[src/hdl/pgrd_pkg.sv]
// Shared types and constants for the PK glyph raster decoder.
// No dependencies; every other file in hdl/ uses this package.
package pgrd_pkg;

    // Fixed field widths
    localparam int NYB_W       = 4;
    localparam int DYN_F_W     = 4;
    localparam int DIM_W       = 7;
    localparam int ROW_INDEX_W = 6;
    localparam int ROW_BITS_W  = 64;
    localparam int APB_ADDR_W  = 4;
    localparam int APB_DATA_W  = 32;
    localparam int REG_IDX_W   = 2;

    // Register indexes (byte address = 4 * index)
    localparam logic [REG_IDX_W-1:0] REG_DYN_F        = 2'd0;
    localparam logic [REG_IDX_W-1:0] REG_COLOR_FLAG   = 2'd1;
    localparam logic [REG_IDX_W-1:0] REG_GLYPH_WIDTH  = 2'd2;
    localparam logic [REG_IDX_W-1:0] REG_GLYPH_HEIGHT = 2'd3;

    // Packed-number decode phases
    localparam logic [1:0] PH_FIRST  = 2'd0;
    localparam logic [1:0] PH_ZEROS  = 2'd1;
    localparam logic [1:0] PH_DIGITS = 2'd2;
    localparam logic [1:0] PH_SECOND = 2'd3;

    // Special nybble codes and decode constants
    localparam logic [NYB_W-1:0]   NYB_REPEAT     = 4'd14;
    localparam logic [NYB_W-1:0]   NYB_REPEAT_ONE = 4'd15;
    localparam logic [DYN_F_W-1:0] DYN_F_RAW      = 4'd14;
    localparam logic [3:0]         ZERO_CNT_MAX   = 4'hF;
    localparam int                 LONG_BIAS      = 193;
    localparam logic [7:0]         LONG_SCALE     = 8'd15;

    // Configuration register contents
    typedef struct packed {
        logic [DYN_F_W-1:0] dyn_f;
        logic               color_flag;
        logic [DIM_W-1:0]   glyph_width;
        logic [DIM_W-1:0]   glyph_height;
    } pgrd_cfg_t;

    // Controller -> datapath commands
    typedef struct packed {
        logic load;
        logic raw_start;
        logic decode;
        logic seg;
        logic emit;
        logic flush;
    } pgrd_cmd_t;

    // Datapath -> controller status
    typedef struct packed {
        logic finished;
        logic raw_mode;
        logic dec_run;
        logic seg_idle;
        logic seg_row;
        logic row_more;
        logic pend_valid;
        logic out_free;
    } pgrd_stat_t;

endpackage

[src/hdl/pgrd_if.sv]
// Valid/ready channel interfaces for nybble input and row output.
// Depends on pgrd_pkg for field widths.
interface pgrd_in_if;
    logic                       valid;
    logic                       ready;
    logic [pgrd_pkg::NYB_W-1:0] nybble;
    logic                       new_glyph;

    modport source (output valid, output nybble, output new_glyph, input ready);
    modport sink   (input valid, input nybble, input new_glyph, output ready);
endinterface

interface pgrd_out_if;
    logic                             valid;
    logic                             ready;
    logic [pgrd_pkg::ROW_INDEX_W-1:0] row_index;
    logic [pgrd_pkg::ROW_BITS_W-1:0]  row_bits;
    logic                             last_of_run;
    logic                             glyph_done;

    modport source (output valid, output row_index, output row_bits, output last_of_run,
                    output glyph_done, input ready);
    modport sink   (input valid, input row_index, input row_bits, input last_of_run,
                    input glyph_done, output ready);
endinterface

[src/hdl/pgrd_regs.sv]
// APB-style configuration registers of the glyph raster decoder.
// Depends on pgrd_pkg; issues a registered restart pulse in the cycle after any write.
module pgrd_regs
(
    input  logic                                clk,
    input  logic                                rst_n,
    input  logic                                psel,
    input  logic                                penable,
    input  logic                                pwrite,
    input  logic [pgrd_pkg::APB_ADDR_W-1:0]     paddr,
    input  logic [pgrd_pkg::APB_DATA_W-1:0]     pwdata,
    output logic [pgrd_pkg::APB_DATA_W-1:0]     prdata,
    output logic                                pready,
    output pgrd_pkg::pgrd_cfg_t                 cfg,
    output logic                                cfg_restart
);
    import pgrd_pkg::*;

    logic [DYN_F_W-1:0]   dyn_f_reg;
    logic                 color_flag_reg;
    logic [DIM_W-1:0]     glyph_width_reg;
    logic [DIM_W-1:0]     glyph_height_reg;
    logic                 restart_reg;
    logic                 wr_en;
    logic [REG_IDX_W-1:0] reg_idx;

    assign pready  = 1'b1;
    assign wr_en   = psel && penable && pwrite;
    assign reg_idx = paddr[APB_ADDR_W-1:2];

    // Register writes; every write restarts the glyph on the next cycle
    always_ff @(posedge clk or negedge rst_n)
    begin
        if (!rst_n)
        begin
            dyn_f_reg        <= '0;
            color_flag_reg   <= 1'b0;
            glyph_width_reg  <= DIM_W'(1);
            glyph_height_reg <= DIM_W'(1);
            restart_reg      <= 1'b0;
        end
        else
        begin
            restart_reg <= wr_en;
            if (wr_en)
            begin
                unique case (reg_idx)
                    REG_DYN_F:        dyn_f_reg        <= pwdata[DYN_F_W-1:0];
                    REG_COLOR_FLAG:   color_flag_reg   <= pwdata[0];
                    REG_GLYPH_WIDTH:  glyph_width_reg  <= pwdata[DIM_W-1:0];
                    REG_GLYPH_HEIGHT: glyph_height_reg <= pwdata[DIM_W-1:0];
                    default:          ;
                endcase
            end
        end
    end

    // Read mux
    always_comb
    begin
        unique case (reg_idx)
            REG_DYN_F:        prdata = APB_DATA_W'(dyn_f_reg);
            REG_COLOR_FLAG:   prdata = APB_DATA_W'(color_flag_reg);
            REG_GLYPH_WIDTH:  prdata = APB_DATA_W'(glyph_width_reg);
            REG_GLYPH_HEIGHT: prdata = APB_DATA_W'(glyph_height_reg);
            default:          prdata = '0;
        endcase
    end

    assign cfg.dyn_f        = dyn_f_reg;
    assign cfg.color_flag   = color_flag_reg;
    assign cfg.glyph_width  = glyph_width_reg;
    assign cfg.glyph_height = glyph_height_reg;
    assign cfg_restart      = restart_reg;

endmodule

[src/hdl/pgrd_ctrl.sv]
// Sequencing state machine of the glyph raster decoder.
// Depends on pgrd_pkg; drives pgrd_dp through command and status structs.
module pgrd_ctrl
(
    input  logic                  clk,
    input  logic                  rst_n,
    input  logic                  in_valid,
    output logic                  in_ready,
    input  pgrd_pkg::pgrd_stat_t  stat,
    output pgrd_pkg::pgrd_cmd_t   cmd
);
    import pgrd_pkg::*;

    localparam logic [2:0] S_IDLE  = 3'd0;
    localparam logic [2:0] S_DEC   = 3'd1;
    localparam logic [2:0] S_SEG   = 3'd2;
    localparam logic [2:0] S_ROW   = 3'd3;
    localparam logic [2:0] S_FLUSH = 3'd4;

    logic [2:0] state_reg;
    logic [2:0] state_next;
    logic [2:0] done_state;

    // Where to go once the current nybble has no more work
    assign done_state = stat.pend_valid ? S_FLUSH : S_IDLE;
    assign in_ready   = (state_reg == S_IDLE);

    always_comb
    begin
        state_next = state_reg;
        cmd        = '0;
        unique case (state_reg)
            S_IDLE:
            begin
                if (in_valid)
                begin
                    cmd.load   = 1'b1;
                    state_next = S_DEC;
                end
            end
            S_DEC:
            begin
                if (stat.finished)
                begin
                    state_next = S_IDLE;
                end
                else if (stat.raw_mode)
                begin
                    cmd.raw_start = 1'b1;
                    state_next    = S_SEG;
                end
                else
                begin
                    cmd.decode = 1'b1;
                    state_next = stat.dec_run ? S_SEG : S_IDLE;
                end
            end
            S_SEG:
            begin
                if (stat.seg_idle)
                begin
                    state_next = done_state;
                end
                else
                begin
                    cmd.seg    = 1'b1;
                    state_next = stat.seg_row ? S_ROW : done_state;
                end
            end
            S_ROW:
            begin
                // a held row moves on only when the output register frees up
                if (!stat.pend_valid || stat.out_free)
                begin
                    cmd.emit = 1'b1;
                    if (!stat.row_more)
                    begin
                        state_next = S_SEG;
                    end
                end
            end
            S_FLUSH:
            begin
                if (stat.out_free)
                begin
                    cmd.flush  = 1'b1;
                    state_next = S_IDLE;
                end
            end
            default:
            begin
                state_next = S_IDLE;
            end
        endcase
    end

    always_ff @(posedge clk or negedge rst_n)
    begin
        if (!rst_n)
        begin
            state_reg <= S_IDLE;
        end
        else
        begin
            state_reg <= state_next;
        end
    end

endmodule

[src/hdl/pgrd_dp.sv]
// Datapath of the glyph raster decoder: packed-number decoder, run painter,
// row counters and the two-deep output holding stage. Depends on pgrd_pkg.
module pgrd_dp
#(
    parameter int MAX_WIDTH  = 64,
    parameter int MAX_HEIGHT = 64,
    parameter int RUN_BITS   = 16
)
(
    input  logic                               clk,
    input  logic                               rst_n,
    input  pgrd_pkg::pgrd_cfg_t                cfg,
    input  logic                               cfg_restart,
    input  pgrd_pkg::pgrd_cmd_t                cmd,
    output pgrd_pkg::pgrd_stat_t               stat,
    input  logic [pgrd_pkg::NYB_W-1:0]         in_nybble,
    input  logic                               in_new_glyph,
    output logic                               out_valid,
    input  logic                               out_ready,
    output logic [pgrd_pkg::ROW_INDEX_W-1:0]   out_row_index,
    output logic [pgrd_pkg::ROW_BITS_W-1:0]    out_row_bits,
    output logic                               out_last_of_run,
    output logic                               out_glyph_done
);
    import pgrd_pkg::*;

    localparam int                    COL_W   = $clog2(MAX_WIDTH + 1);
    localparam int                    ROW_W   = $clog2(MAX_HEIGHT + 1);
    localparam logic [RUN_BITS-1:0]   RUN_MAX = '1;
    localparam logic [DIM_W-1:0]      MAX_W_D = DIM_W'(MAX_WIDTH);
    localparam logic [DIM_W-1:0]      MAX_H_D = DIM_W'(MAX_HEIGHT);

    // Decoder and raster state
    logic [MAX_WIDTH-1:0] store_reg,    store_next;
    logic [COL_W-1:0]     col_reg,      col_next;
    logic [ROW_W-1:0]     row_reg,      row_next;
    logic [RUN_BITS-1:0]  run_left_reg, run_left_next;
    logic                 color_reg,    color_next;
    logic [RUN_BITS-1:0]  repeat_reg,   repeat_next;
    logic [1:0]           ph_reg,       ph_next;
    logic                 rep_reg,      rep_next;
    logic [3:0]           zc_reg,       zc_next;
    logic [RUN_BITS-1:0]  accum_reg,    accum_next;
    logic                 fin_reg,      fin_next;
    logic [NYB_W-1:0]     nyb_reg,      nyb_next;
    logic [2:0]           raw_left_reg, raw_left_next;

    // Output holding stage and output register
    logic                   pend_valid_reg;
    logic [ROW_W-1:0]       pend_index_reg;
    logic [MAX_WIDTH-1:0]   pend_bits_reg;
    logic                   pend_done_reg;
    logic                   out_valid_reg;
    logic [ROW_W-1:0]       out_index_reg;
    logic [MAX_WIDTH-1:0]   out_bits_reg;
    logic                   out_last_reg;
    logic                   out_done_reg;

    // Effective geometry
    logic [COL_W-1:0] w_eff;
    logic [ROW_W-1:0] h_eff;
    logic             raw_mode;
    logic             restart;

    // Packed-number decode
    logic                  dec_deliver;
    logic                  dec_rep_one;
    logic [RUN_BITS-1:0]   dec_val;
    logic [1:0]            dec_ph;
    logic                  dec_rep;
    logic [3:0]            dec_zc;
    logic [RUN_BITS-1:0]   dec_acc;
    logic [RUN_BITS+3:0]   acc_shift;
    logic [RUN_BITS-1:0]   acc_sat;
    logic [3:0]            zc_dec;
    logic [7:0]            f_scaled;
    logic signed [RUN_BITS+1:0] long_sum;
    logic [RUN_BITS-1:0]   long_val;
    logic [3:0]            two_hi;
    logic [8:0]            two_val;

    // Segment painter
    logic [RUN_BITS-1:0]  seg_len;
    logic [COL_W-1:0]     room;
    logic [COL_W-1:0]     seg_d;
    logic [COL_W:0]       col_end;
    logic [MAX_WIDTH-1:0] seg_mask;
    logic [MAX_WIDTH-1:0] seg_data;
    logic [NYB_W-1:0]     nyb_rev;
    logic [NYB_W-1:0]     raw_src;
    logic [2:0]           raw_used;
    logic                 seg_row;

    // Row emission
    logic [ROW_W-1:0] row_inc;
    logic             row_more;
    logic             out_free;

    // Clamp width and height into 1..max
    always_comb
    begin
        if (cfg.glyph_width == '0)
        begin
            w_eff = COL_W'(1);
        end
        else if (cfg.glyph_width > MAX_W_D)
        begin
            w_eff = COL_W'(MAX_WIDTH);
        end
        else
        begin
            w_eff = COL_W'(cfg.glyph_width);
        end

        if (cfg.glyph_height == '0)
        begin
            h_eff = ROW_W'(1);
        end
        else if (cfg.glyph_height > MAX_H_D)
        begin
            h_eff = ROW_W'(MAX_HEIGHT);
        end
        else
        begin
            h_eff = ROW_W'(cfg.glyph_height);
        end
    end

    assign raw_mode = (cfg.dyn_f >= DYN_F_RAW);
    assign restart  = cfg_restart || (cmd.load && in_new_glyph);

    // Long-form arithmetic: accumulate one digit, then bias by 193 - 15*dyn_f
    assign acc_shift = {accum_reg, nyb_reg};
    assign acc_sat   = (acc_shift[RUN_BITS+3:RUN_BITS] != 4'd0) ? RUN_MAX
                                                                 : acc_shift[RUN_BITS-1:0];
    assign zc_dec    = (zc_reg != 4'd0) ? zc_reg - 4'd1 : 4'd0;
    assign f_scaled  = 8'(cfg.dyn_f) * LONG_SCALE;
    assign long_sum  = $signed({2'b00, acc_sat}) + $signed((RUN_BITS+2)'(LONG_BIAS))
                       - $signed((RUN_BITS+2)'(f_scaled));

    always_comb
    begin
        if (acc_sat == RUN_MAX)
        begin
            long_val = RUN_MAX;
        end
        else if (long_sum < 0)
        begin
            long_val = '0;
        end
        else if (long_sum[RUN_BITS] != 1'b0)
        begin
            long_val = RUN_MAX;
        end
        else
        begin
            long_val = long_sum[RUN_BITS-1:0];
        end
    end

    // Two-nybble form: (first - dyn_f - 1) * 16 + second + dyn_f + 1
    assign two_hi  = accum_reg[3:0] - cfg.dyn_f - 4'd1;
    assign two_val = {1'b0, two_hi, nyb_reg} + 9'(cfg.dyn_f) + 9'd1;

    // Packed-number phase step
    always_comb
    begin
        dec_deliver = 1'b0;
        dec_rep_one = 1'b0;
        dec_val     = '0;
        dec_ph      = ph_reg;
        dec_rep     = rep_reg;
        dec_zc      = zc_reg;
        dec_acc     = accum_reg;
        unique case (ph_reg)
            PH_FIRST:
            begin
                if (nyb_reg == 4'd0)
                begin
                    dec_zc = 4'd1;
                    dec_ph = PH_ZEROS;
                end
                else if (nyb_reg <= cfg.dyn_f)
                begin
                    dec_deliver = 1'b1;
                    dec_val     = RUN_BITS'(nyb_reg);
                end
                else if (nyb_reg < NYB_REPEAT)
                begin
                    dec_acc = RUN_BITS'(nyb_reg);
                    dec_ph  = PH_SECOND;
                end
                else if (!rep_reg)
                begin
                    if (nyb_reg == NYB_REPEAT)
                    begin
                        dec_rep = 1'b1;
                    end
                    else if (nyb_reg == NYB_REPEAT_ONE)
                    begin
                        dec_rep_one = 1'b1;
                    end
                end
            end
            PH_ZEROS:
            begin
                if (nyb_reg == 4'd0)
                begin
                    if (zc_reg != ZERO_CNT_MAX)
                    begin
                        dec_zc = zc_reg + 4'd1;
                    end
                end
                else
                begin
                    dec_acc = RUN_BITS'(nyb_reg);
                    dec_ph  = PH_DIGITS;
                end
            end
            PH_DIGITS:
            begin
                dec_acc = acc_sat;
                dec_zc  = zc_dec;
                if (zc_dec == 4'd0)
                begin
                    dec_deliver = 1'b1;
                    dec_val     = long_val;
                end
            end
            PH_SECOND:
            begin
                dec_deliver = 1'b1;
                dec_val     = RUN_BITS'(two_val);
            end
            default:
            begin
                dec_ph = PH_FIRST;
            end
        endcase
        if (dec_deliver)
        begin
            dec_ph  = PH_FIRST;
            dec_rep = 1'b0;
        end
    end

    // Segment: paint min(remaining, room) pixels starting at the column
    assign seg_len  = raw_mode ? RUN_BITS'(raw_left_reg) : run_left_reg;
    assign room     = w_eff - col_reg;
    assign seg_d    = (seg_len < RUN_BITS'(room)) ? COL_W'(seg_len) : room;
    assign col_end  = {1'b0, col_reg} + {1'b0, seg_d};
    assign seg_row  = (col_end >= {1'b0, w_eff});
    assign nyb_rev  = {nyb_reg[0], nyb_reg[1], nyb_reg[2], nyb_reg[3]};
    assign raw_used = 3'(NYB_W) - raw_left_reg;
    assign raw_src  = nyb_rev >> raw_used;

    always_comb
    begin
        for (int x = 0; x < MAX_WIDTH; x++)
        begin
            seg_mask[x] = ((COL_W+1)'(x) >= {1'b0, col_reg}) && ((COL_W+1)'(x) < col_end);
        end
        if (raw_mode)
        begin
            seg_data = MAX_WIDTH'(raw_src) << col_reg;
        end
        else
        begin
            seg_data = {MAX_WIDTH{color_reg}};
        end
    end

    // Row emission bookkeeping
    assign row_inc  = row_reg + ROW_W'(1);
    assign row_more = (repeat_reg != '0) && (row_inc < h_eff);
    assign out_free = !out_valid_reg || out_ready;

    // Next-state logic of the decoder and raster state
    always_comb
    begin
        store_next    = store_reg;
        col_next      = col_reg;
        row_next      = row_reg;
        run_left_next = run_left_reg;
        color_next    = color_reg;
        repeat_next   = repeat_reg;
        ph_next       = ph_reg;
        rep_next      = rep_reg;
        zc_next       = zc_reg;
        accum_next    = accum_reg;
        fin_next      = fin_reg;
        nyb_next      = nyb_reg;
        raw_left_next = raw_left_reg;

        if (cmd.load)
        begin
            nyb_next = in_nybble;
        end

        if (restart)
        begin
            store_next    = '0;
            col_next      = '0;
            row_next      = '0;
            run_left_next = '0;
            color_next    = cfg.color_flag;
            repeat_next   = '0;
            ph_next       = PH_FIRST;
            rep_next      = 1'b0;
            zc_next       = '0;
            accum_next    = '0;
            fin_next      = 1'b0;
            raw_left_next = '0;
        end
        else if (cmd.raw_start)
        begin
            raw_left_next = 3'(NYB_W);
        end
        else if (cmd.decode)
        begin
            ph_next    = dec_ph;
            rep_next   = dec_rep;
            zc_next    = dec_zc;
            accum_next = dec_acc;
            if (dec_rep_one)
            begin
                repeat_next = RUN_BITS'(1);
            end
            if (dec_deliver)
            begin
                if (rep_reg)
                begin
                    repeat_next = dec_val;
                end
                else
                begin
                    run_left_next = dec_val;
                    color_next    = !color_reg;
                end
            end
        end
        else if (cmd.seg)
        begin
            store_next = store_reg | (seg_data & seg_mask);
            col_next   = col_end[COL_W-1:0];
            if (raw_mode)
            begin
                raw_left_next = raw_left_reg - 3'(seg_d);
            end
            else
            begin
                run_left_next = run_left_reg - RUN_BITS'(seg_d);
            end
        end
        else if (cmd.emit)
        begin
            row_next = row_inc;
            if (row_more)
            begin
                repeat_next = repeat_reg - RUN_BITS'(1);
            end
            else
            begin
                store_next = '0;
                col_next   = '0;
                fin_next   = (row_inc >= h_eff);
            end
        end
    end

    always_ff @(posedge clk or negedge rst_n)
    begin
        if (!rst_n)
        begin
            store_reg    <= '0;
            col_reg      <= '0;
            row_reg      <= '0;
            run_left_reg <= '0;
            color_reg    <= 1'b0;
            repeat_reg   <= '0;
            ph_reg       <= PH_FIRST;
            rep_reg      <= 1'b0;
            zc_reg       <= '0;
            accum_reg    <= '0;
            fin_reg      <= 1'b0;
            nyb_reg      <= '0;
            raw_left_reg <= '0;
        end
        else
        begin
            store_reg    <= store_next;
            col_reg      <= col_next;
            row_reg      <= row_next;
            run_left_reg <= run_left_next;
            color_reg    <= color_next;
            repeat_reg   <= repeat_next;
            ph_reg       <= ph_next;
            rep_reg      <= rep_next;
            zc_reg       <= zc_next;
            accum_reg    <= accum_next;
            fin_reg      <= fin_next;
            nyb_reg      <= nyb_next;
            raw_left_reg <= raw_left_next;
        end
    end

    // Output stage control: a row waits in the holding stage until the next
    // row arrives (not last) or the nybble is done (last)
    always_ff @(posedge clk or negedge rst_n)
    begin
        if (!rst_n)
        begin
            pend_valid_reg <= 1'b0;
            out_valid_reg  <= 1'b0;
        end
        else
        begin
            if (cmd.emit)
            begin
                pend_valid_reg <= 1'b1;
            end
            else if (cmd.flush)
            begin
                pend_valid_reg <= 1'b0;
            end

            if ((cmd.emit && pend_valid_reg) || cmd.flush)
            begin
                out_valid_reg <= 1'b1;
            end
            else if (out_ready)
            begin
                out_valid_reg <= 1'b0;
            end
        end
    end

    // Output stage payload
    always_ff @(posedge clk)
    begin
        if (cmd.emit)
        begin
            pend_index_reg <= row_reg;
            pend_bits_reg  <= store_reg;
            pend_done_reg  <= (row_inc == h_eff);
        end
        if ((cmd.emit && pend_valid_reg) || cmd.flush)
        begin
            out_index_reg <= pend_index_reg;
            out_bits_reg  <= pend_bits_reg;
            out_done_reg  <= pend_done_reg;
            out_last_reg  <= cmd.flush;
        end
    end

    assign out_valid       = out_valid_reg;
    assign out_row_index   = ROW_INDEX_W'(out_index_reg);
    assign out_row_bits    = ROW_BITS_W'(out_bits_reg);
    assign out_last_of_run = out_last_reg;
    assign out_glyph_done  = out_done_reg;

    // Status back to the controller
    assign stat.finished   = fin_reg;
    assign stat.raw_mode   = raw_mode;
    assign stat.dec_run    = dec_deliver && !rep_reg;
    assign stat.seg_idle   = fin_reg || (seg_len == '0);
    assign stat.seg_row    = seg_row;
    assign stat.row_more   = row_more;
    assign stat.pend_valid = pend_valid_reg;
    assign stat.out_free   = out_free;

endmodule

[src/hdl/pk_glyph_raster_decoder_unit.sv]
// PK glyph raster decoder, top level. Takes one nybble of a glyph's packed
// raster per transaction and returns finished rows. Each nybble is loaded,
// then decoded; one that produces no pixels ends there, and one that delivers
// a run or four raw bits is placed by the painter. Every emitted row, repeats
// included, is a step of its own, the painter resumes after every row that it
// completes, and the last row caused by a nybble is then handed to the output
// register. All of this is done by the single run painter, which places one
// run piece or emits one row per cycle, except that a held row waits for a
// free output register. A nybble is taken only after the previous one is
// fully worked off; rows wait in a two-deep output stage while the sink
// stalls. Configuration writes restart the glyph.
// Depends on pgrd_pkg, pgrd_if, pgrd_regs, pgrd_ctrl and pgrd_dp.
module pk_glyph_raster_decoder_unit
#(
    parameter int MAX_WIDTH  = 64,
    parameter int MAX_HEIGHT = 64,
    parameter int RUN_BITS   = 16
)
(
    input  logic                             clk,
    input  logic                             rst_n,
    input  logic                             psel,
    input  logic                             penable,
    input  logic                             pwrite,
    input  logic [pgrd_pkg::APB_ADDR_W-1:0]  paddr,
    input  logic [pgrd_pkg::APB_DATA_W-1:0]  pwdata,
    output logic [pgrd_pkg::APB_DATA_W-1:0]  prdata,
    output logic                             pready,
    pgrd_in_if.sink                          nybbles,
    pgrd_out_if.source                       rows
);
    import pgrd_pkg::*;

    pgrd_cfg_t  cfg;
    pgrd_cmd_t  cmd;
    pgrd_stat_t stat;
    logic       cfg_restart;
    logic       in_ready;

    // Configuration registers
    pgrd_regs u_regs
    (
        .clk         (clk),
        .rst_n       (rst_n),
        .psel        (psel),
        .penable     (penable),
        .pwrite      (pwrite),
        .paddr       (paddr),
        .pwdata      (pwdata),
        .prdata      (prdata),
        .pready      (pready),
        .cfg         (cfg),
        .cfg_restart (cfg_restart)
    );

    // Sequencer
    pgrd_ctrl u_ctrl
    (
        .clk      (clk),
        .rst_n    (rst_n),
        .in_valid (nybbles.valid),
        .in_ready (in_ready),
        .stat     (stat),
        .cmd      (cmd)
    );

    assign nybbles.ready = in_ready;

    // Decoder, painter and output stage
    pgrd_dp
    #(
        .MAX_WIDTH  (MAX_WIDTH),
        .MAX_HEIGHT (MAX_HEIGHT),
        .RUN_BITS   (RUN_BITS)
    )
    u_dp
    (
        .clk             (clk),
        .rst_n           (rst_n),
        .cfg             (cfg),
        .cfg_restart     (cfg_restart),
        .cmd             (cmd),
        .stat            (stat),
        .in_nybble       (nybbles.nybble),
        .in_new_glyph    (nybbles.new_glyph),
        .out_valid       (rows.valid),
        .out_ready       (rows.ready),
        .out_row_index   (rows.row_index),
        .out_row_bits    (rows.row_bits),
        .out_last_of_run (rows.last_of_run),
        .out_glyph_done  (rows.glyph_done)
    );

endmodule

[src/flat_wrapper.sv]
// flat-port wrapper written by rule: the top's interface ports become plain ports
module pk_glyph_raster_decoder_unit_flat import pgrd_pkg::*;
#(
    parameter int MAX_WIDTH  = 64,
    parameter int MAX_HEIGHT = 64,
    parameter int RUN_BITS   = 16
)
  (clk, rst_n, psel, penable, pwrite, paddr, pwdata, prdata, pready, nybbles_valid, nybbles_nybble, nybbles_new_glyph, nybbles_ready, rows_valid, rows_row_index, rows_row_bits, rows_last_of_run, rows_glyph_done, rows_ready);
  pgrd_in_if nybbles_i ();
  pgrd_out_if rows_i ();
  input  logic clk;
  input  logic rst_n;
  input  logic psel;
  input  logic penable;
  input  logic pwrite;
  input  logic [pgrd_pkg::APB_ADDR_W-1:0] paddr;
  input  logic [pgrd_pkg::APB_DATA_W-1:0] pwdata;
  output logic [pgrd_pkg::APB_DATA_W-1:0] prdata;
  output logic pready;
  input wire logic [$bits(nybbles_i.valid)-1:0] nybbles_valid;
  input wire logic [$bits(nybbles_i.nybble)-1:0] nybbles_nybble;
  input wire logic [$bits(nybbles_i.new_glyph)-1:0] nybbles_new_glyph;
  output wire logic [$bits(nybbles_i.ready)-1:0] nybbles_ready;
  output wire logic [$bits(rows_i.valid)-1:0] rows_valid;
  output wire logic [$bits(rows_i.row_index)-1:0] rows_row_index;
  output wire logic [$bits(rows_i.row_bits)-1:0] rows_row_bits;
  output wire logic [$bits(rows_i.last_of_run)-1:0] rows_last_of_run;
  output wire logic [$bits(rows_i.glyph_done)-1:0] rows_glyph_done;
  input wire logic [$bits(rows_i.ready)-1:0] rows_ready;
  assign nybbles_i.valid = nybbles_valid;
  assign nybbles_i.nybble = nybbles_nybble;
  assign nybbles_i.new_glyph = nybbles_new_glyph;
  assign nybbles_ready = nybbles_i.ready;
  assign rows_valid = rows_i.valid;
  assign rows_row_index = rows_i.row_index;
  assign rows_row_bits = rows_i.row_bits;
  assign rows_last_of_run = rows_i.last_of_run;
  assign rows_glyph_done = rows_i.glyph_done;
  assign rows_i.ready = rows_ready;
  pk_glyph_raster_decoder_unit #(.MAX_WIDTH(MAX_WIDTH), .MAX_HEIGHT(MAX_HEIGHT), .RUN_BITS(RUN_BITS)) u_core (.clk(clk), .rst_n(rst_n), .psel(psel), .penable(penable), .pwrite(pwrite), .paddr(paddr), .pwdata(pwdata), .prdata(prdata), .pready(pready), .nybbles(nybbles_i), .rows(rows_i));
endmodule
[config.mk]
export PLATFORM = sky130hd
export DESIGN_NAME = pk_glyph_raster_decoder_unit_flat
export DESIGN_NICKNAME = d
export VERILOG_FILES = /design/src/hdl/pgrd_pkg.sv /design/src/hdl/pgrd_if.sv /design/src/hdl/pgrd_regs.sv /design/src/hdl/pgrd_ctrl.sv /design/src/hdl/pgrd_dp.sv /design/src/hdl/pk_glyph_raster_decoder_unit.sv /design/src/flat_wrapper.sv
export SDC_FILE = /design/constraint.sdc
export NUM_CORES = 1
export LEC_CHECK = 0
export BUFFER_PORTS_ARGS = -buffer_cell sky130_fd_sc_hd__buf_2
export CAP_MARGIN = 20
export CORE_MARGIN = 2
export CORE_UTILIZATION = 35
export DETAILED_ROUTE_END_ITERATION = 8
export SLEW_MARGIN = 20
export SYNTH_ARGS = -nofsm -noshare
export SYNTH_HDL_FRONTEND = slang
export SYNTH_SLANG_ARGS = --single-unit
[constraint.sdc]
create_clock -name clk -period 7.7 [get_ports clk]
set_clock_uncertainty 0.15 [all_clocks]
set_input_delay 1.54 -clock clk [delete_from_list [all_inputs] [get_ports clk]]
set_output_delay 1.54 -clock clk [all_outputs]
set_load 0.1 [all_outputs]
== Yosys cells after proc, flatten, opt, wreduce, memory -nomap -nowiden ==
Index checks and enable logic that the tools add are counted.

* Bits in registers: 310
* Bits of input ports: 48
* Output and inout port bits: 107
* Logic and storage cells: 487

* $add $sub $neg: 15
* Multipliers: 1
* Magnitude comparators: 138
* Equality and inequality tests: 43
* Shifts and indexed selects: 2
* Muxes and demuxes: 138
* Bitwise gates (word level): 2
* Reductions and logical operators: 120

{| class="wikitable"
|+ Operators with widths
! operator !! count
|-
| $mux 16 || 29
|-
| $mux 64 || 7
|-
| $lt 6x8->1 const A || 32
|-
| $ge 6x7->1 const A || 32
|-
| $lt 5x8->1 const A || 16
|-
| $pmux 32 s4 || 1
|-
| $ge 5x7->1 const A || 16
|-
| $mux 7 || 16
|-
| $pmux 16 s3 || 2
|-
| $logic_and 1x1->1 || 70
|-
| $and 64x64->64 || 1
|-
| $lt 4x8->1 const A || 8
|-
| $or 64x64->64 || 1
|-
| $shl 4x7->64 || 1
|-
| $ge 4x7->1 const A || 8
|-
| $mux 1 || 45
|-
| $mux 3 || 13
|-
| $mux 4 || 9
|-
| $ne 3x3->1 const B || 12
|-
| $lt 3x8->1 const A || 4
|-
| $ge 3x7->1 const A || 4
|-
| $mux 2 || 12
|-
| $reduce_bool 3->1 || 7
|-
| $reduce_and 4->1 || 5
|-
| other kinds (62) || 108
|}

== Logic depth before layout (Yosys ltp) ==
* Word-level depth: 15
* Mapped depth: 29
* Depth with buffers taken out: 28

== Hierarchy ==
From an unflattened synthesis, not the netlist that was laid out.

* Cells, all modules: 1854
* Area, all modules: 18472.7 sq um

{| class="wikitable"
|+ By module, submodules not included
! module !! instances !! cells an instance !! area an instance (sq um) !! sequential area each (sq um)
|-
| pgrd_dp || 1 || 1737 || 17073.9 || 7897.6
|-
| pgrd_regs || 1 || 90 || 1151.1 || 503.0
|-
| pgrd_ctrl || 1 || 27 || 247.7 || 75.1
|}

== Worst setup path before layout ==
No wires, ideal clock.

* Kind: input to register
* From: input port rows_ready
* To: register u_core.u_dp.out_done_reg, in the netlist u_core.u_dp.out_glyph_done (enable)
* Setup time: 429 ps
* Data arrival time: 5805 ps
* Required time: 7121 ps
* Slack: 1316 ps
* Stages: 6
* Path buffers: 1
* Path through: nor2b_1 nand2_1 nand2_1 inv_1 clkbuf_1 a21o_1

{| class="wikitable"
|+ RTL lines
! element !! RTL line !! RTL
|-
| from (decl) || flat_wrapper.sv:29 || <nowiki>input wire logic [$bits(rows_i.ready)-1:0] rows_ready;</nowiki>
|-
| to (signal assigned) || pgrd_dp.sv:451 || <nowiki>out_done_reg <= pend_done_reg;</nowiki>
|-
| to (decl) || pgrd_dp.sv:57 || <nowiki>logic out_done_reg;</nowiki>
|}

== Final worst setup path ==
* From: register u_core.u_regs.glyph_width_reg[2]
* To: register u_core.u_dp.store_reg[54]

* Longest elaborated chain between the ends: 15
* Elaborated cells on any way between the ends: 16
* Those cells by class: 2 x add/sub; 3 x order compare; 7 x mux; 2 x bitwise; 2 x reduce/logical

{| class="wikitable"
|+ Ends and longest elaborated chain
! element !! RTL line !! RTL
|-
| from (decl) || pgrd_regs.sv:21 || <nowiki>logic [DIM_W-1:0] glyph_width_reg;</nowiki>
|-
| from (signal assigned) || pgrd_regs.sv:50 || <nowiki>REG_GLYPH_WIDTH: glyph_width_reg <= pwdata[DIM_W-1:0];</nowiki>
|-
| $gt 7x7->1 || pgrd_dp.sv:106 || <nowiki>else if (cfg.glyph_width > MAX_W_D)</nowiki>
|-
| $mux 7 || pgrd_dp.sv:106 ||
|-
| $mux 7 (*) || pgrd_dp.sv:102 || <nowiki>if (cfg.glyph_width == '0)</nowiki>
|-
| $sub 7x7->7 (*) || pgrd_dp.sv:249 || <nowiki>assign room = w_eff - col_reg;</nowiki>
|-
| $lt 16x7->1 || pgrd_dp.sv:250 || <nowiki>assign seg_d = (seg_len < RUN_BITS'(room)) ? COL_W'(seg_len) : room;</nowiki>
|-
| $mux 7 (*) || pgrd_dp.sv:250 ||
|-
| $add 7x7->8 (*) || pgrd_dp.sv:251 || <nowiki>assign col_end = {1'b0, col_reg} + {1'b0, seg_d};</nowiki>
|-
| $lt 6x8->1 (*) || pgrd_dp.sv:261 || <nowiki>seg_mask[x] = ((COL_W+1)'(x) >= {1'b0, col_reg}) && ((COL_W+1)'(x) < col_end);</nowiki>
|-
| $logic_and 1x1->1 (*) || pgrd_dp.sv:261 ||
|-
| $and 64x64->64 (*) || pgrd_dp.sv:344 || <nowiki>store_next = store_reg | (seg_data & seg_mask);</nowiki>
|-
| $or 64x64->64 (*) || pgrd_dp.sv:344 ||
|-
| $mux 64 (*) || pgrd_dp.sv:342 || <nowiki>else if (cmd.seg)</nowiki>
|-
| $mux 64 (*) || pgrd_dp.sv:319 || <nowiki>else if (cmd.decode)</nowiki>
|-
| $mux 64 (*) || pgrd_dp.sv:315 || <nowiki>else if (cmd.raw_start)</nowiki>
|-
| $mux 64 (*) || pgrd_dp.sv:300 || <nowiki>if (restart)</nowiki>
|-
| to (signal assigned) || pgrd_dp.sv:391 || <nowiki>store_reg <= store_next;</nowiki>
|-
| to (decl) || pgrd_dp.sv:34 || <nowiki>logic [MAX_WIDTH-1:0] store_reg, store_next;</nowiki>
|}

Mark *: on every way between the ends. The rest lies on a longest branch, timed or not. The select of a mux whose other input is x is not followed.
A chain may end at the register's enable or synchronous reset.

==> run_results.csv <==
group,metric,value,unit
cts,insertion_delay,570,ps
sta,worst_pin_slew,1005,ps
worst_setup_path,r2r-start,"u_core.u_regs.glyph_width_reg[2]$_DFFE_PN0P_",
sta,fmax,150.1,MHz
placement,place.gp.congestion,0.9071,
die,die_y,231.9,µm
sta,finalSetupTns,0,ps
sta,fin_crit_sh,86.52,%
worst_setup_path,endpoint_kind,"flop",
worst_setup_path,slowest_stage,"a211oi_1",
global_route,grt_pass1_wl,83.87,mm
sta,setup_violations,0,
final_layout,drive_gt1_share,14.37,%
worst_setup_path,cpPeakStageDelay,540,ps
cts,cts_root_buf,"clkbuf_16",
worst_setup_path,path_max_fanout,12,
synth,yosysUniqueCellTypes,102,
synth,syn-instance-count,1798,
global_route,grt_usage,19.95,%
sta,rsz0062_at_grt,"false",
route,drc_errors,0,
worst_setup_path,reg2reg_to,"u_core.u_dp.store_reg[54]$_DFFE_PN0P_",
die,start_util,35.43,%
global_route,grt_overflow_total,0,
final_layout,fin_area,20670,µm²
worst_setup_path,required,8000,ps
placement,numPortBuffers,101,
cts,post_cts_buffers,0,
synth,seq_area_frac_synth,46.63,%
cts,cts-resized-gates,0,
cts,holdBufCountCts,0,
sta,relSlewSlack,32.05,%
route,dr.pass1.iters,6,
cts,htreeDepth,2,
worst_setup_path,r2r_cells,28,
outcome,status,"finished clean",
cts,numCtsBuffers,35,
die,core_region_area,51300,µm²
worst_setup_path,crit_arrival,6960,ps
cts,cts_sinks,310,
global_route,grt_max_degree,74,
route,wire_per_inst,20.61,µm
route,finalWirelength,53.59,mm
final_layout,nets,2058,
synth,ys_ff_latch,310,
global_route,grt_pass1_vias,14490,
cts,cts.reportedPaths.clkPinSlew,60,ps
cts,clockBufferDepth,3,
die,ios,155,
final_layout,antenna_cells,0,
route,avgViaCountPerCell,5.581,
final_layout,nFillCells,5073,
route,ant_nets,0,
die,row_count,83,
synth,yosysMostFrequentCell,"dfrtp_1",
sta,post-route-min-period,6662,ps
synth,synth_edf_count,143,
synth,synth_area_per_cell,10.11,µm²
placement,dp_hpwl,39.45,mm
sta,finalHoldViolCount,0,
die,die-width,231.9,µm
placement,dpl-instance-area,19450,µm²
global_route,antenna_found_initial,0,
synth,yosysWarnings,0,
route,vias,14510,
route,drt-initial-drc-count,1176,
synth,synth_top_area_share,23.62,%
worst_setup_path,critPathKind,"flop to flop",
worst_setup_path,crit_end,"u_core.u_dp.store_reg[54]$_DFFE_PN0P_",
synth,synth_commonest_cells,"165 x dfrtp_1, 160 x nand2_1, 143 x edfxtp_1, 143 x nor2_1, 114 x a21oi_1",
flow_run,drv_cap,0,
synth,syn_area,18180,µm²
synth,synthArstFlopShare,53.87,%
worst_setup_path,cpMostUsedCell,"buf_4",
die,dieArea,53780,µm²
worst_setup_path,critPathLaunch,"u_core.u_regs.glyph_width_reg[2]$_DFFE_PN0P_",
worst_hold_path,hold_path.class,"flop to flop",
sta,final-max-slew-violation-count,0,
worst_setup_path,reg2reg_setup_slack,1040,ps
synth,synth.area.top_cells,"edfxtp_1 24%, dfrtp_1 23%, ha_1 6.7%, nand2_1 3.3%, a21oi_1 3.1%",
cts,cts_tree,"built",
synth,yosysTopAreaCell,"edfxtp_1",
synth,ys.flop_type,"dfrtp_1",
worst_setup_path,cp-start-kind,"flop",
final_layout,area_delta_synth_final,13.73,%
==> placed cells by master, fill, tap and decap left out, types with 35 or more instances in the layout <==
| cell | synthesis | layout |
|---|---|---|
| a21oi_1 | 114 | 114 |
| buf_2 | 17 | 100 |
| buf_4 | 28 | 42 |
| clkbuf_16 | 0 | 35 |
| dfrtp_1 | 165 | 165 |
| edfxtp_1 | 143 | 143 |
| ha_1 | 98 | 98 |
| inv_1 | 110 | 109 |
| nand2_1 | 160 | 160 |
| nand3_1 | 52 | 52 |
| nor2_1 | 143 | 143 |
| nor3_1 | 45 | 45 |
| o21ai_0 | 110 | 110 |
==> area by class of cell <==
cell class / instances / area (µm²) / share of cell area, %
sequential: 310 / 8476 / 41.00
inverter: 113 / 424.2 / 2.052
clock inverter: 21 / 285.3 / 1.380
multi-input combinational: 1287 / 8813 / 42.63
tap: 680 / 850.8 / 4.116
timing repair buffer: 146 / 887.1 / 4.291
clock buffer: 43 / 935.9 / 4.527
==> per-layer routing <==
layer	share of wire (%)	GRT usage [%]	vias to the layer above
met1	41	24.41	7144
li1	-	-	6770
met4	4.5	9.335	0
met3	4.7	2.763	106
met2	49	34.68	491
met5	0	0	-
==> cells by family (layout without fill, tap and decap cells) <==
kind of cell,Yosys count,after routing,share of synthesized area [%]
compound gates,517,517,19.85
xor+xnor,54,54,2.705
fa+ha+maj,117,117,8.838
buf+inv,225,323,5.397
flops,310,310,46.63
mux,35,35,2.182
other cells,2,26,0.04131
simple gates,538,538,14.36
==> per-stage QoR <==
stage	std cells	worst slack (ps)	utilization, %	hold WS, ps
after floorplan	1822	1316	-	250.3
after CTS	2600	1034	40.30	265.0
after detailed placement	2536	1038	37.92	254.5
after global routing	2600	376.9	40.30	269.8
after global placement	2536	1142	37.92	251.7
final	2600	1038	40.30	257.5
==> worst max-delay path, delay by kind of cell, from the launching register on <==
| family | cells | cell delay [ps] |
|---|---|---|
| compound gates | 13 | 3010 |
| xor+xnor | 1 | 190 |
| fa+ha+maj | 4 | 1320 |
| buf+inv | 5 | 860 |
| flops | 1 | 440 |
| simple gates | 5 | 560 |
==> worst min-delay path by stage <==
stage                                                  from                                endpoint  slack [ps]  cells past startpoint
floorplan               u_core.u_dp.pend_done_reg$_DFFE_PP_    u_core.u_dp.out_glyph_done$_DFFE_PP_         250                      0
global placement     u_core.u_dp.pend_bits_reg[4]$_DFFE_PP_   u_core.u_dp.out_row_bits[4]$_DFFE_PP_         250                      0
detailed placement   u_core.u_dp.pend_bits_reg[8]$_DFFE_PP_   u_core.u_dp.out_row_bits[8]$_DFFE_PP_         250                      0
CTS                 u_core.u_dp.pend_bits_reg[57]$_DFFE_PP_  u_core.u_dp.out_row_bits[57]$_DFFE_PP_         270                      0
global route        u_core.u_dp.pend_bits_reg[58]$_DFFE_PP_  u_core.u_dp.out_row_bits[58]$_DFFE_PP_         270                      0
finish              u_core.u_dp.pend_index_reg[0]$_DFFE_PP_  u_core.u_dp.out_index_reg[0]$_DFFE_PP_         260                      0
Power is not shown: default switching activity piles up to over one toggle a cycle in this logic, so the estimate is an artifact.
